`src/hdl/keypad_event_generator_assert.svh`:
```
// assertion macros for the keypad event generator
`ifndef KEYPAD_EVENT_GENERATOR_ASSERT_SVH
`define KEYPAD_EVENT_GENERATOR_ASSERT_SVH

`ifndef SYNTHESIS
`define KEV_ASSERT_HOLDS(label, clk, rst, prop) \
  label: assert property (@(posedge clk) disable iff (rst) (prop)) \
    else $error("keypad event generator: assertion failed");
`define KEV_ASSERT_NEXT(label, clk, rst, ante, cons) \
  label: assert property (@(posedge clk) disable iff (rst) (ante) |=> (cons)) \
    else $error("keypad event generator: assertion failed");
`else
`define KEV_ASSERT_HOLDS(label, clk, rst, prop)
`define KEV_ASSERT_NEXT(label, clk, rst, ante, cons)
`endif

`endif

```
`src/hdl/kev_pkg.sv`:
```
package kev_pkg;

  localparam int ROWS       = 12;
  localparam int COLS       = 4;
  localparam int NPOS       = ROWS * COLS;
  localparam int POS_W      = $clog2(NPOS);
  localparam int TIME_W     = 32;
  localparam int WIN_W      = 16;
  localparam int CODE_W     = 9;
  localparam int MAX_EVENTS = 4;
  localparam int CNT_W      = $clog2(MAX_EVENTS + 1);
  localparam int SLOT_W     = $clog2(MAX_EVENTS);
  localparam int REG_IDX_W  = 1;

  localparam logic [REG_IDX_W-1:0] REG_WINDOW = 1'b0;
  localparam logic [REG_IDX_W-1:0] REG_ENABLE = 1'b1;

  localparam logic [CODE_W-1:0] CODE_BACKSPACE = 9'd14;
  localparam logic [CODE_W-1:0] CODE_LEFTSHIFT = 9'd42;
  localparam logic [WIN_W-1:0]  WINDOW_RESET   = 16'd250;

  typedef enum logic [1:0] {KEY_NONE, KEY_CODE, KEY_MODE} key_kind_t;
  typedef enum logic [1:0] {ALT_NONE, ALT_CODE, ALT_REBOOT} alt_kind_t;
  typedef enum logic [1:0] {MODE_OFF, MODE_ONCE, MODE_LOCKED} mode_t;

  typedef struct packed {
    logic [CODE_W-1:0] key;
    key_kind_t         key_kind;
    logic [CODE_W-1:0] alt;
    alt_kind_t         alt_kind;
    logic              shift;
  } keymap_t;

  // per-key table entry
  typedef struct packed {
    logic              pressed;
    logic [TIME_W-1:0] stamp;
  } entry_t;

  typedef struct packed {
    logic [CODE_W-1:0] code;
    logic              value;
    logic              reboot;
  } event_t;

  typedef struct packed {
    event_t [MAX_EVENTS-1:0] ev;
    logic [CNT_W-1:0]        count;
  } bundle_t;

  function automatic keymap_t km_code(input logic [CODE_W-1:0] k,
                                      input logic [CODE_W-1:0] a, input logic s);
    km_code = '{key: k, key_kind: KEY_CODE, alt: a, alt_kind: ALT_CODE, shift: s};
  endfunction

  function automatic keymap_t km_plain(input logic [CODE_W-1:0] k);
    km_plain = '{key: k, key_kind: KEY_CODE, alt: '0, alt_kind: ALT_NONE, shift: 1'b0};
  endfunction

  function automatic keymap_t km_reboot(input logic [CODE_W-1:0] k);
    km_reboot = '{key: k, key_kind: KEY_CODE, alt: '0, alt_kind: ALT_REBOOT, shift: 1'b0};
  endfunction

  function automatic keymap_t km_special(input key_kind_t kk);
    km_special = '{key: '0, key_kind: kk, alt: '0, alt_kind: ALT_NONE, shift: 1'b0};
  endfunction

  function automatic event_t mk_event(input logic [CODE_W-1:0] code, input logic value,
                                      input logic reboot);
    mk_event = '{code: code, value: value, reboot: reboot};
  endfunction

  function automatic keymap_t keymap_lookup(input logic [POS_W-1:0] pos);
    keymap_t e;
    e = km_special(KEY_NONE);
    unique case (pos)
      0:  e = km_code(9'd59, 9'd63, 1'b0);
      1:  e = km_code(9'd60, 9'd64, 1'b0);
      2:  e = km_code(9'd61, 9'd65, 1'b0);
      3:  e = km_code(9'd62, 9'd66, 1'b0);
      4:  e = km_code(9'd45, 9'd10, 1'b1);
      5:  e = km_code(9'd108, 9'd109, 1'b0);
      6:  e = km_code(9'd29, 9'd67, 1'b0);
      7:  e = km_plain(9'd28);
      8:  e = km_reboot(9'd116);
      12: e = km_code(9'd15, 9'd43, 1'b1);
      13: e = km_code(9'd32, 9'd78, 1'b0);
      14: e = km_code(9'd35, 9'd12, 1'b1);
      15: e = km_code(9'd52, 9'd39, 1'b1);
      16: e = km_code(9'd30, 9'd13, 1'b0);
      17: e = km_code(9'd46, 9'd11, 1'b1);
      18: e = km_code(9'd44, 9'd7, 1'b0);
      19: e = km_code(9'd38, 9'd51, 1'b1);
      20: e = km_code(9'd16, 9'd2, 1'b0);
      21: e = km_code(9'd33, 9'd74, 1'b0);
      22: e = km_code(9'd49, 9'd51, 1'b0);
      23: e = km_code(9'd24, 9'd10, 1'b0);
      24: e = km_code(9'd42, 9'd8, 1'b1);
      25: e = km_code(9'd19, 9'd5, 1'b0);
      26: e = km_code(9'd36, 9'd53, 1'b0);
      27: e = km_code(9'd56, 9'd68, 1'b0);
      28: e = km_code(9'd21, 9'd5, 1'b1);
      29: e = km_code(9'd57, 9'd1, 1'b0);
      30: e = km_code(9'd22, 9'd8, 1'b0);
      31: e = km_code(9'd28, 9'd39, 1'b0);
      32: e = km_code(9'd31, 9'd40, 1'b1);
      33: e = km_code(9'd47, 9'd4, 1'b1);
      34: e = km_code(9'd50, 9'd53, 1'b1);
      35: e = km_code(9'd14, 9'd52, 1'b1);
      36: e = km_code(9'd17, 9'd3, 1'b0);
      37: e = km_code(9'd34, 9'd55, 1'b0);
      38: e = km_code(9'd37, 9'd40, 1'b0);
      39: e = km_code(9'd25, 9'd11, 1'b0);
      40: e = km_code(9'd18, 9'd4, 1'b0);
      41: e = km_code(9'd20, 9'd6, 1'b0);
      42: e = km_code(9'd23, 9'd9, 1'b0);
      43: e = km_code(9'd48, 9'd2, 1'b1);
      44: e = km_code(9'd103, 9'd104, 1'b0);
      45: e = km_code(9'd105, 9'd102, 1'b0);
      46: e = km_code(9'd106, 9'd107, 1'b0);
      47: e = km_special(KEY_MODE);
      default: e = km_special(KEY_NONE);
    endcase
    return e;
  endfunction

endpackage

```
`src/hdl/kev_ram.sv`:
```
module kev_ram #(
  parameter int WIDTH = 8,
  parameter int DEPTH = 16
) (
  input  logic                     clk,
  input  logic                     we,
  input  logic [$clog2(DEPTH)-1:0] waddr,
  input  logic [WIDTH-1:0]         wdata,
  input  logic                     re,
  input  logic [$clog2(DEPTH)-1:0] raddr,
  output logic [WIDTH-1:0]         rdata
);

  logic [WIDTH-1:0] mem [DEPTH];

  // read returns the old word on a same-address write
  always_ff @(posedge clk) begin
    if (we) begin
      mem[waddr] <= wdata;
    end
    if (re) begin
      rdata <= mem[raddr];
    end
  end

endmodule

```
`src/hdl/kev_state.sv`:
```
module kev_state (
  input  logic                          clk,
  input  logic                          rst,
  input  logic                          cfg_write,
  input  logic [kev_pkg::REG_IDX_W-1:0] cfg_index,
  input  logic [kev_pkg::WIN_W-1:0]     cfg_data,
  input  logic                          sample_valid,
  output logic                          sample_stall,
  input  logic [3:0]                    row_index,
  input  logic [1:0]                    col_index,
  input  logic                          contact_closed,
  input  logic [kev_pkg::TIME_W-1:0]    now_ms,
  input  logic                          out_free,
  output logic                          push,
  output kev_pkg::bundle_t              bundle
);
  import kev_pkg::*;

  logic [WIN_W-1:0]  window;
  logic              dc_enable;
  mode_t             mode;
  mode_t             mode_next;
  logic [NPOS-1:0]   ent_valid;

  logic              s1_valid;
  logic              s1_inrange;
  logic [POS_W-1:0]  s1_pos;
  logic              s1_closed;
  logic [TIME_W-1:0] s1_now;

  logic              fwd_hit;
  entry_t            fwd_data;

  logic              in_accept;
  logic              in_range;
  logic [POS_W-1:0]  in_pos;
  logic              s1_fire;
  logic              upd;
  logic              ram_we;
  entry_t            ram_wdata;
  entry_t            ram_rdata;
  entry_t            ent;
  keymap_t           km;
  logic [TIME_W-1:0] gap;
  logic [CNT_W-1:0]  n;
  bundle_t           bnd;

  assign in_range     = (int'(row_index) < ROWS) && (int'(col_index) < COLS);
  assign in_pos       = in_range ? POS_W'(int'(row_index) * COLS + int'(col_index)) : '0;
  assign s1_fire      = s1_valid && ((n == '0) || out_free);
  assign sample_stall = s1_valid && !s1_fire;
  assign in_accept    = sample_valid && !sample_stall;
  assign ram_we       = upd && s1_fire;
  assign push         = s1_fire && (n != '0);
  assign bundle       = bnd;

  kev_ram #(.WIDTH($bits(entry_t)), .DEPTH(NPOS)) u_table (
    .clk   (clk),
    .we    (ram_we),
    .waddr (s1_pos),
    .wdata (ram_wdata),
    .re    (in_accept),
    .raddr (in_pos),
    .rdata (ram_rdata)
  );

  // a write landing in the cycle of the next read is forwarded
  assign ent = fwd_hit ? fwd_data : (ent_valid[s1_pos] ? ram_rdata : '0);
  assign km  = keymap_lookup(s1_pos);
  assign gap = s1_now - ent.stamp;

  always_comb begin
    bnd       = '0;
    n         = '0;
    mode_next = mode;
    upd       = 1'b0;
    ram_wdata = ent;
    if (s1_valid && s1_inrange) begin
      if (s1_closed && !ent.pressed) begin
        upd       = 1'b1;
        ram_wdata = '{pressed: 1'b1, stamp: s1_now};
        if (dc_enable && (gap < TIME_W'(window))) begin
          if (km.alt_kind == ALT_CODE) begin
            bnd.ev[SLOT_W'(n)] = mk_event(CODE_BACKSPACE, 1'b1, 1'b0);
            n = n + 1'b1;
            bnd.ev[SLOT_W'(n)] = mk_event(CODE_BACKSPACE, 1'b0, 1'b0);
            n = n + 1'b1;
            if (km.shift) begin
              bnd.ev[SLOT_W'(n)] = mk_event(CODE_LEFTSHIFT, 1'b1, 1'b0);
              n = n + 1'b1;
            end
            bnd.ev[SLOT_W'(n)] = mk_event(km.alt, 1'b1, 1'b0);
            n = n + 1'b1;
            mode_next = MODE_OFF;
          end
        end else if (km.key_kind == KEY_MODE) begin
          case (mode)
            MODE_OFF:  mode_next = MODE_ONCE;
            MODE_ONCE: mode_next = MODE_LOCKED;
            default:   mode_next = MODE_OFF;
          endcase
        end else if (mode != MODE_OFF) begin
          if (km.alt_kind == ALT_REBOOT) begin
            bnd.ev[SLOT_W'(n)] = mk_event('0, 1'b0, 1'b1);
            n = n + 1'b1;
          end else if (km.alt_kind == ALT_CODE) begin
            if (km.shift) begin
              bnd.ev[SLOT_W'(n)] = mk_event(CODE_LEFTSHIFT, 1'b1, 1'b0);
              n = n + 1'b1;
            end
            bnd.ev[SLOT_W'(n)] = mk_event(km.alt, 1'b1, 1'b0);
            n = n + 1'b1;
          end
          if (mode != MODE_LOCKED) begin
            mode_next = MODE_OFF;
          end
        end else if (km.key_kind == KEY_CODE) begin
          bnd.ev[SLOT_W'(n)] = mk_event(km.key, 1'b1, 1'b0);
          n = n + 1'b1;
        end
      end else if (!s1_closed && ent.pressed) begin
        upd       = 1'b1;
        ram_wdata = '{pressed: 1'b0, stamp: ent.stamp};
        if (km.key_kind == KEY_CODE) begin
          bnd.ev[SLOT_W'(n)] = mk_event(km.key, 1'b0, 1'b0);
          n = n + 1'b1;
          if (km.alt_kind == ALT_CODE) begin
            if (km.shift) begin
              bnd.ev[SLOT_W'(n)] = mk_event(CODE_LEFTSHIFT, 1'b0, 1'b0);
              n = n + 1'b1;
            end
            bnd.ev[SLOT_W'(n)] = mk_event(km.alt, 1'b0, 1'b0);
            n = n + 1'b1;
          end
        end
      end
    end
    bnd.count = n;
  end

  always_ff @(posedge clk) begin
    if (rst) begin
      window    <= WINDOW_RESET;
      dc_enable <= 1'b1;
      mode      <= MODE_OFF;
      ent_valid <= '0;
      s1_valid  <= 1'b0;
      fwd_hit   <= 1'b0;
    end else begin
      if (cfg_write) begin
        unique case (cfg_index)
          REG_WINDOW: window    <= cfg_data;
          REG_ENABLE: dc_enable <= cfg_data[0];
          default: ;
        endcase
      end
      if (s1_fire) begin
        mode <= mode_next;
      end
      if (ram_we) begin
        ent_valid[s1_pos] <= 1'b1;
      end
      if (in_accept) begin
        s1_valid <= 1'b1;
        fwd_hit  <= ram_we && (s1_pos == in_pos);
      end else if (s1_fire) begin
        s1_valid <= 1'b0;
      end
    end
  end

  always_ff @(posedge clk) begin
    if (in_accept) begin
      s1_inrange <= in_range;
      s1_pos     <= in_pos;
      s1_closed  <= contact_closed;
      s1_now     <= now_ms;
      fwd_data   <= ram_wdata;
    end
  end

endmodule

```
`src/hdl/kev_out_queue.sv`:
```
module kev_out_queue (
  input  logic                        clk,
  input  logic                        rst,
  input  logic                        push,
  input  kev_pkg::bundle_t            bundle,
  output logic                        out_free,
  output logic                        event_valid,
  input  logic                        event_stall,
  output logic [kev_pkg::CODE_W-1:0]  event_code,
  output logic                        event_value,
  output logic                        sync_after,
  output logic                        reboot_request,
  output logic                        last_event
);
  import kev_pkg::*;

  logic              ob_valid;
  bundle_t           ob_bundle;
  logic [SLOT_W-1:0] ob_slot;
  logic              fire;
  logic              last;
  event_t            ev;

  assign fire     = ob_valid && !event_stall;
  assign last     = (CNT_W'(ob_slot) == (ob_bundle.count - CNT_W'(1)));
  assign out_free = !ob_valid || (fire && last);
  assign ev       = ob_bundle.ev[ob_slot];

  assign event_valid    = ob_valid;
  assign event_code     = ev.code;
  assign event_value    = ev.value;
  assign reboot_request = ev.reboot;
  // the final beat of a sample carries the sync marker
  assign sync_after     = last;
  assign last_event     = last;

  always_ff @(posedge clk) begin
    if (rst) begin
      ob_valid <= 1'b0;
      ob_slot  <= '0;
    end else if (push) begin
      ob_valid <= 1'b1;
      ob_slot  <= '0;
    end else if (fire && last) begin
      ob_valid <= 1'b0;
    end else if (fire) begin
      ob_slot <= ob_slot + 1'b1;
    end
  end

  always_ff @(posedge clk) begin
    if (push) begin
      ob_bundle <= bundle;
    end
  end

endmodule

```
`src/hdl/keypad_event_generator.sv`:
```
// a sample is registered in stage s1, then its events in the output buffer
// throughput: one sample per cycle while each sample gives at most one event and the
//   event port takes a beat each cycle; a sample gives up to four events and stalls the next
// the per-key table is one memory with one read and one write port
// reset (synchronous, rst high): window 250 ms, double click on, mode off, all keys up,
//   per-entry valid bits cleared at once, no clearing pass
`include "keypad_event_generator_assert.svh"

module keypad_event_generator (
  input  logic                          clk,
  input  logic                          rst,
  input  logic                          cfg_write,
  input  logic [kev_pkg::REG_IDX_W-1:0] cfg_index,
  input  logic [kev_pkg::WIN_W-1:0]     cfg_data,
  input  logic                          sample_valid,
  output logic                          sample_stall,
  input  logic [3:0]                    row_index,
  input  logic [1:0]                    col_index,
  input  logic                          contact_closed,
  input  logic [kev_pkg::TIME_W-1:0]    now_ms,
  output logic                          event_valid,
  input  logic                          event_stall,
  output logic [kev_pkg::CODE_W-1:0]    event_code,
  output logic                          event_value,
  output logic                          sync_after,
  output logic                          reboot_request,
  output logic                          last_event
);
  import kev_pkg::*;

  logic    push;
  logic    out_free;
  bundle_t bundle;

  kev_state u_state (
    .clk            (clk),
    .rst            (rst),
    .cfg_write      (cfg_write),
    .cfg_index      (cfg_index),
    .cfg_data       (cfg_data),
    .sample_valid   (sample_valid),
    .sample_stall   (sample_stall),
    .row_index      (row_index),
    .col_index      (col_index),
    .contact_closed (contact_closed),
    .now_ms         (now_ms),
    .out_free       (out_free),
    .push           (push),
    .bundle         (bundle)
  );

  kev_out_queue u_out (
    .clk            (clk),
    .rst            (rst),
    .push           (push),
    .bundle         (bundle),
    .out_free       (out_free),
    .event_valid    (event_valid),
    .event_stall    (event_stall),
    .event_code     (event_code),
    .event_value    (event_value),
    .sync_after     (sync_after),
    .reboot_request (reboot_request),
    .last_event     (last_event)
  );

  `KEV_ASSERT_HOLDS(a_push_free, clk, rst, !push || out_free)
  `KEV_ASSERT_NEXT(a_push_shows, clk, rst, push, event_valid)
  `KEV_ASSERT_HOLDS(a_reboot_alone, clk, rst,
    !(event_valid && reboot_request) || ((event_code == '0) && !event_value && last_event))
  `KEV_ASSERT_HOLDS(a_last_sync, clk, rst, !event_valid || (last_event == sync_after))

endmodule
```
`config.mk`:
```
export PLATFORM = sky130hd
export DESIGN_NAME = keypad_event_generator
export DESIGN_NICKNAME = d
export VERILOG_FILES = /design/src/hdl/kev_pkg.sv /design/src/hdl/kev_ram.sv /design/src/hdl/kev_state.sv /design/src/hdl/kev_out_queue.sv /design/src/hdl/keypad_event_generator.sv
export VERILOG_INCLUDE_DIRS = /design/src /design/src/hdl
export SDC_FILE = /design/constraint.sdc
export NUM_CORES = 2
export LEC_CHECK = 0
export ABC_CLOCK_PERIOD_IN_PS = 16900
export BUFFER_PORTS_ARGS = -buffer_cell sky130_fd_sc_hd__buf_2
export CAP_MARGIN = 20
export CORE_MARGIN = 2
export CORE_UTILIZATION = 50
export DETAILED_ROUTE_END_ITERATION = 16
export PLACE_DENSITY = 0.65
export SLEW_MARGIN = 15
export SYNTH_ARGS = -nofsm -noshare
export SYNTH_HDL_FRONTEND = slang
export SYNTH_SLANG_ARGS = --single-unit
```
`constraint.sdc`:
```
create_clock -name clk -period 16.9 [get_ports clk]
set_input_delay 1.69 -clock clk [delete_from_list [all_inputs] [get_ports clk]]
set_output_delay 1.69 -clock clk [all_outputs]
set_load 0.01 [all_outputs]
```
Yosys cells after proc, flatten, opt, wreduce, memory -nomap -nowiden

Memories as Yosys holds them, arrays and structs flattened. A register that Yosys moved wholly into a read port is not among the register bits.
Index checks and enable logic that the tools add are counted.

Add/sub/neg operators: 7
$mul: 0
Div/mod/pow operators: 0
Order comparisons: 11
Equality and inequality tests: 9
Shift operators: 0
Mux-type cells: 98
Bitwise operators: 3
Reductions and logical operators: 37

Operator list:

| operator                                                    | count |
|---|---|
| 2-to-1 mux 44 bit                                           | 8 |
| 2-to-1 mux 11 bit                                           | 22 |
| 2-to-1 mux 33 bit                                           | 7 |
| bitwise mux 44 bit                                          | 3 |
| 2-to-1 mux 3 bit                                            | 27 |
| demux 11 bit (select 2 bit)                                 | 3 |
| bitwise OR 48 bit                                           | 1 |
| less-than comparator 32 x 16 -> 1 bit                       | 1 |
| subtractor 32 bit                                           | 1 |
| binary-select mux 11 bit (select 2 bit)                     | 1 |
| logical AND 1 bit                                           | 16 |
| 2-to-1 mux 8 bit                                            | 2 |
| 2-to-1 mux 1 bit                                            | 14 |
| less-than comparator 2 x 3 -> 1 bit (second input constant) | 4 |
| 2-to-1 mux 2 bit                                            | 6 |
| 2-to-1 mux 6 bit                                            | 2 |
| adder 3 x 1 -> 3 bit (second input constant)                | 3 |
| nonzero test 3 bit                                          | 3 |
| less-than comparator 6 x 7 -> 1 bit (second input constant) | 1 |
| adder 6 x 2 -> 6 bit                                        | 1 |
| binary-select mux 1 bit (select 6 bit)                      | 1 |
| demux 1 bit (select 6 bit)                                  | 1 |
| equality test 2 x 1 -> 1 bit (second input constant)        | 3 |
| equality test 6 bit                                         | 1 |
| 18 further kinds                                            | 33 |

Register bits: 192
Latch bits: 0
RAM bits: 1584
Bits in read-only memories: 1216
Logic and storage cells: 194
Memories kept: 2

Memories:

| memory              | words | width | rd ports | clocked after Yosys merged registers in | write ports | line          | RTL |
|---|---|---|---|---|---|---|---|
| u_state.u_table.mem | 48    | 33    | 1        | 1                                       | 1           | kev_ram.sv:14 | `logic [WIDTH-1:0] mem [DEPTH];` |
| (name not given)    | 64    | 19    | 1        | 1                                       | 0           | kev_pkg.sv:76 | `unique case (pos)` |

Depth between registers and ports, before layout

Word-level depth: 26
Mapped depth: 44
Gate-level depth less buffers: 38

By module

From an unflattened synthesis, not the netlist that was laid out.

Cells, all modules: 4489
Area total of the unflattened synthesis: 75805.2 um^2

By module, submodules not included:

| module        | instances | cells an instance | area each (um^2) |
|---|---|---|---|
| kev_ram       | 1         | 3004              | 62328.5 |
| kev_state     | 1         | 1392              | 11536.1 |
| kev_out_queue | 1         | 93                | 1940.6 |

Worst setup path after synthesis

No wires, ideal clock.

Path type: register -> register
Start point: register u_state.s1_pos[0]
End point: register u_state.km[0] (netlist name)
Setup time: 137 ps
Arrival: 8959 ps
Data required time: 16763 ps
Slack: 7805 ps
Cell stages (with the launch flop): 39
Buffers on the path: 5
Cells stage by stage: edfxtp_1 -> and2_1 -> a221o_1 -> a21oi_1 -> o211a_1 -> buf_4 -> nand2_2 -> clkbuf_1 -> and3_1 -> a21oi_1 -> ha_1 -> nor2b_1 -> o21ai_0 -> nand2b_1 -> a31oi_1 -> o21ai_0 -> o311ai_1 -> maj3_1 -> [... 3 more ...] -> a21oi_1 -> xnor2_1 -> ha_1 -> and3_1 -> a221oi_1 -> o211ai_1 -> or2_2 -> a221oi_1 -> and4_1 -> and3_2 -> o2111ai_2 -> o21ai_4 -> buf_6 -> buf_2 -> buf_2 -> o211ai_1 -> o211ai_1 -> a31oi_1

Cells in the longest elaborated chain, start to end: 18
Elaborated cells on any way between the ends: 22

Ends and longest elaborated chain:

| item                                       | line             | RTL |
|---|---|---|
| start, declared                            | kev_state.sv:27  | `logic [POS_W-1:0] s1_pos;` |
| start signal, assigned                     | kev_state.sv:175 | `s1_pos <= in_pos;` |
| binary-select mux 1 bit (select 6 bit) (*) | kev_state.sv:68  | `assign ent = fwd_hit ? fwd_data : (ent_valid[s1_pos] ? ram_rdata : '0);` |
| 2-to-1 mux 1 bit (implied by the code) (*) | kev_state.sv:68  |  |
| 2-to-1 mux 33 bit (*) (2 in a row)         | kev_state.sv:68  |  |
| subtractor 32 bit                          | kev_state.sv:70  | `assign gap = s1_now - ent.stamp;` |
| less-than comparator 32 x 16 -> 1 bit      | kev_state.sv:82  | `if (dc_enable && (gap < TIME_W'(window))) begin` |
| logical AND 1 bit                          | kev_state.sv:82  |  |
| 2-to-1 mux 3 bit                           | kev_state.sv:82  |  |
| 2-to-1 mux 3 bit (*)                       | kev_state.sv:79  | `if (s1_closed && !ent.pressed) begin` |
| [... 2 more ...]                           | -                |  |
| logical OR 1 bit (*)                       | kev_state.sv:50  | `assign s1_fire = s1_valid && ((n == '0) \|\| out_free);` |
| logical AND 1 bit (*)                      | kev_state.sv:50  |  |
| zero test 1 bit (*)                        | kev_state.sv:51  | `assign sample_stall = s1_valid && !s1_fire;` |
| logical AND 1 bit (*)                      | kev_state.sv:51  |  |
| zero test 1 bit (*)                        | kev_state.sv:52  | `assign in_accept = sample_valid && !sample_stall;` |
| logical AND 1 bit (*)                      | kev_state.sv:52  |  |
| net u_state.in_accept                      | kev_state.sv:34  | `logic in_accept;` |
| 2-to-1 mux 6 bit (no line) (*)             | -                |  |

The timed path passes the listed nets; every way through them passes the cells marked *. The select of a mux whose other input is x is not followed.
A chain may end at the register's enable or synchronous reset.

Final worst setup path

Start point: register u_state.s1_pos[2]
End point: memory u_state.u_table.mem[44][15] (netlist name) (enable)

Cells in the longest elaborated chain, start to end: 16
Elaborated cells on any way between the ends: 23

Ends and longest elaborated chain:

| item                                   | line            | RTL |
|---|---|---|
| binary-select mux 1 bit (select 6 bit) | kev_state.sv:68 |  |
| 2-to-1 mux 1 bit (implied by the code) | kev_state.sv:68 |  |
| 2-to-1 mux 33 bit (2 in a row)         | kev_state.sv:68 |  |
| subtractor 32 bit                      | kev_state.sv:70 |  |
| less-than comparator 32 x 16 -> 1 bit  | kev_state.sv:82 |  |
| logical AND 1 bit                      | kev_state.sv:82 |  |
| 2-to-1 mux 3 bit                       | kev_state.sv:82 |  |
| 2-to-1 mux 3 bit                       | kev_state.sv:79 |  |
| 2-to-1 mux 3 bit                       | kev_state.sv:78 | `if (s1_valid && s1_inrange) begin` |
| zero test 3 bit                        | kev_state.sv:50 |  |
| logical OR 1 bit                       | kev_state.sv:50 |  |
| logical AND 1 bit                      | kev_state.sv:50 |  |
| logical AND 1 bit                      | kev_state.sv:53 | `assign ram_we = upd && s1_fire;` |
| 2-to-1 mux 1 bit                       | kev_ram.sv:18   | `if (we) begin` |
| 2-to-1 mux 1 bit (implied by the code) | kev_ram.sv:19   | `mem[waddr] <= wdata;` |
| end, declared                          | kev_ram.sv:14   |  |

Parallel ways exist; a longest one is shown, timed or not. The select of a mux whose other input is x is not followed.

==> results.txt <==
status - finished clean
first-pass GRT wire length - 299000 µm
top_reg_cell synth - edfxtp_1
IO Count - 76
cell count after synthesis - 5374
Critical Path AT - 12.60 ns
largest net degree at the start of global routing - 141
H-Tree Depth - 4
Synth area leaders - edfxtp_1 67%, mux2i_1 5.3%, nand2_1 3.7%, mux4_2 3.1%, dfxtp_1 2.4%
routed length per instance - 26.8 µm
Clock transition at path regs - 0.06 ns
clk_lat worst skew - 0.82 ns
Synth top area share - 67.5%
CP max-delay cell - edfxtp_1
# fillers - 11900
Setup crit end kind - register
final count of hold timing violations - 0
initial antenna violation count - 7
Layout Nets - 5516
crit start category - register
number of core rows - 143
Worst slew margin - 18.4%
max cap viols - 0
RSZ-0062 raised after global routing - no
grt total ovfl - 0
critical path's largest stage delay - 0.89 ns
final WL - 203000 µm
area grow syn2layout - 11.7%
Placed Cells - 7237
clock sinks - 1817
final setup skew - 0.0370 ns
Yosys cell types - 95
Non-Filler Instances - 7584
Detailed Route Iter0 Violations - 5542
post-route ant nets - 0
Leak - 29.1 nW
die area - 0.157 mm²
worst path required time - 17.36 ns
min Tclk post-route - 12.14 ns
layout cell share with drive strength beyond 1 - 12.2%
Num CTS Buffers - 183
Tot GR Track Use - 25.5%
Slew Limit Fails - 0
die height - 396 µm
# port buffers - 73
setup_tns - 0 ns
flops & latches, synth - 1817
Avg Cell Area, Syn - 14.3 µm²
CTS Root Cell - clkbuf_16
dpl ws - 4.91 ns
core area - 0.152 mm²
crit share post-route - 71.9%
number of global-route vias before repair - 44200
DRC viols - 0
effective utilization at floorplan - 50.4%
Fmax - 0.0824 GHz
most common cell after layout, fill and taps aside - edfxtp_1
Ys Warns - 0
CTS resizes - 0
DR vias/cell - 6.15
Die Width - 396 µm
Worst VDD drop - 0.113 mV
FFs w/ async S/R, synth - 0%
CTS tree - built
Setup CP Type - register to register
first drt pass iteration count - 5
worst-path fanout max - 30
Mapped Area - 0.0768 mm²
EDFF count, synth - 1726
Setup Fix Bufs, Post-CTS - 0
DP Wirelength - 121000 µm
Hold Path Class - register to register
Longest Clk Path Bufs - 3
Final Setup Violations - 0
Worst-Margin Slew - 1.22 ns
Via Count - 46600
Synth area leader - edfxtp_1
Worst Slack Setup Final - 4.76 ns
PD cells - 113 mW/mm²
Placer Congestion - 0.869
most frequent cells in the layout - 1726 x edfxtp_1, 751 x nand2_1, 409 x mux2i_1
hold_buf cts - 0
share of the yosys chip area belonging to registers - 69.9%
==> flip-flops by register name, indices dropped and copies added (netlist names), 2 cells and up <==
name                   count
u_state.mode               2
u_state.ent_valid         48
u_state.fwd_data          33
u_state.u_table.mem     1584
u_state.s1_now            32
u_state.km                19
u_out.ob_bundle           36
u_state.s1_pos             6
u_out.ob_slot              2
u_state.window            16
u_state.u_table.rdata     33
==> power breakdown <==
group / switching, mW / total (mW) / internal [mW]
logic: 0.608 / 0.872 / 0.263
clock network: 1.70 / 3.81 / 2.11
registers: 0.0383 / 5.04 / 5.00
==> kinds of logic after synthesis <==
| family | after synthesis | share of synthesized area [%] |
|---|---|---|
| compound gates | 893 | 8.34 |
| xor+xnor | 36 | 0.411 |
| fa+ha+maj | 59 | 0.958 |
| buf+inv | 416 | 2.13 |
| flops | 1817 | 69.9 |
| mux | 529 | 8.66 |
| other cells | 1 | 0.00488 |
| simple gates | 1623 | 9.63 |
==> routing by layer <==
layer | wire length [µm] | GRT usage [%] | vias to the layer above | share of wire [%]
li1 | - | - | 20700 | -
met1 | 88900 | 38.1 | 23700 | 44
met2 | 93200 | 39.3 | 1964 | 46
met3 | 17200 | 4.61 | 280 | 8.5
met4 | 3940 | 5.62 | 2 | 1.9
met5 | 9 | 0 | - | 0.0044
==> worst paths after layout <==
check	from	end	slack, ns	cells after the start
worst min-delay path	u_state.ent_valid[13]$_SDFFE_PP0P_	u_state.ent_valid[13]$_SDFFE_PP0P_	0.47	2
worst min register to register	u_state.ent_valid[13]$_SDFFE_PP0P_	u_state.ent_valid[13]$_SDFFE_PP0P_	0.47	2
worst max-delay path	u_state.s1_pos[2]$_DFFE_PP_	u_state.u_table.mem[44][15]$_DFFE_PP_	4.76	34
worst max register to register	u_state.s1_pos[2]$_DFFE_PP_	u_state.u_table.mem[44][15]$_DFFE_PP_	4.76	34
==> Yosys cell counts (6+ instances only) <==
| library cell | number |
|---|---|
| edfxtp_1 | 1726 |
| nand2_1 | 755 |
| mux2i_1 | 410 |
| clkbuf_1 | 284 |
| nor2_1 | 243 |
| nor2b_1 | 214 |
| a311oi_1 | 199 |
| a21oi_1 | 194 |
| a211oi_1 | 174 |
| nand3_1 | 135 |
| nor3_1 | 120 |
| mux4_2 | 107 |
| dfxtp_1 | 91 |
| a31oi_1 | 81 |
| inv_1 | 55 |
| ha_1 | 54 |
| o21ai_0 | 54 |
| buf_1 | 49 |
| and3_1 | 37 |
| and2_1 | 31 |
| a21o_1 | 30 |
| xnor2_1 | 23 |
| nand2b_1 | 22 |
| o211ai_1 | 22 |
| buf_2 | 16 |
| nand4_1 | 16 |
| o21a_1 | 14 |
| xor2_1 | 13 |
| o22ai_1 | 12 |
| mux2_2 | 10 |
| o21bai_1 | 9 |
| a211o_1 | 8 |
| nor4_1 | 8 |
| or2_2 | 8 |
| a2111oi_0 | 6 |
| a221oi_1 | 6 |
| and4_1 | 6 |
| nor3b_1 | 6 |
| or3_1 | 6 |
==> worst max-delay path, delay by kind of cell, from the launching register on <==
kind | cells | cell delay, ns
AO/OA/AOI/OAI | 16 | 4.68
XOR/XNOR | 1 | 0.15
adder cells (fa/ha/maj) | 4 | 1.32
buffers and inverters | 2 | 0.92
flip-flops | 1 | 0.89
AND/OR/NAND/NOR | 11 | 3.76
==> final cells by class <==
type	count	area, µm²	area share [%]
Tap cell	2030	2540	2.96
Antenna cell	5	12.5	0.0146
Inverter	58	238	0.277
Clock inverter	90	686	0.799
Multi-Input combinational cell	3142	22300	26.0
Clock buffer	244	4880	5.69
Timing Repair Buffer	198	1500	1.75
Sequential cell	1817	53700	62.5
==> stage by stage <==
stage / hold WS [ns] / utilization (%) / area [µm²] / power (mW)
2_1_floorplan: 0.434 / - / 76800 / 5.65
3_3_place_gp: 0.445 / 52.6 / 80000 / 5.99
3_5_place_dp: 0.455 / 52.6 / 80000 / 5.99
4_1_cts: 0.469 / 56.2 / 85600 / 9.76
5_1_grt: 0.490 / 56.3 / 85800 / 10.0
6_report: 0.469 / 56.3 / 85800 / 9.72
No activity file was read; power rests on OpenSTA's default activity.
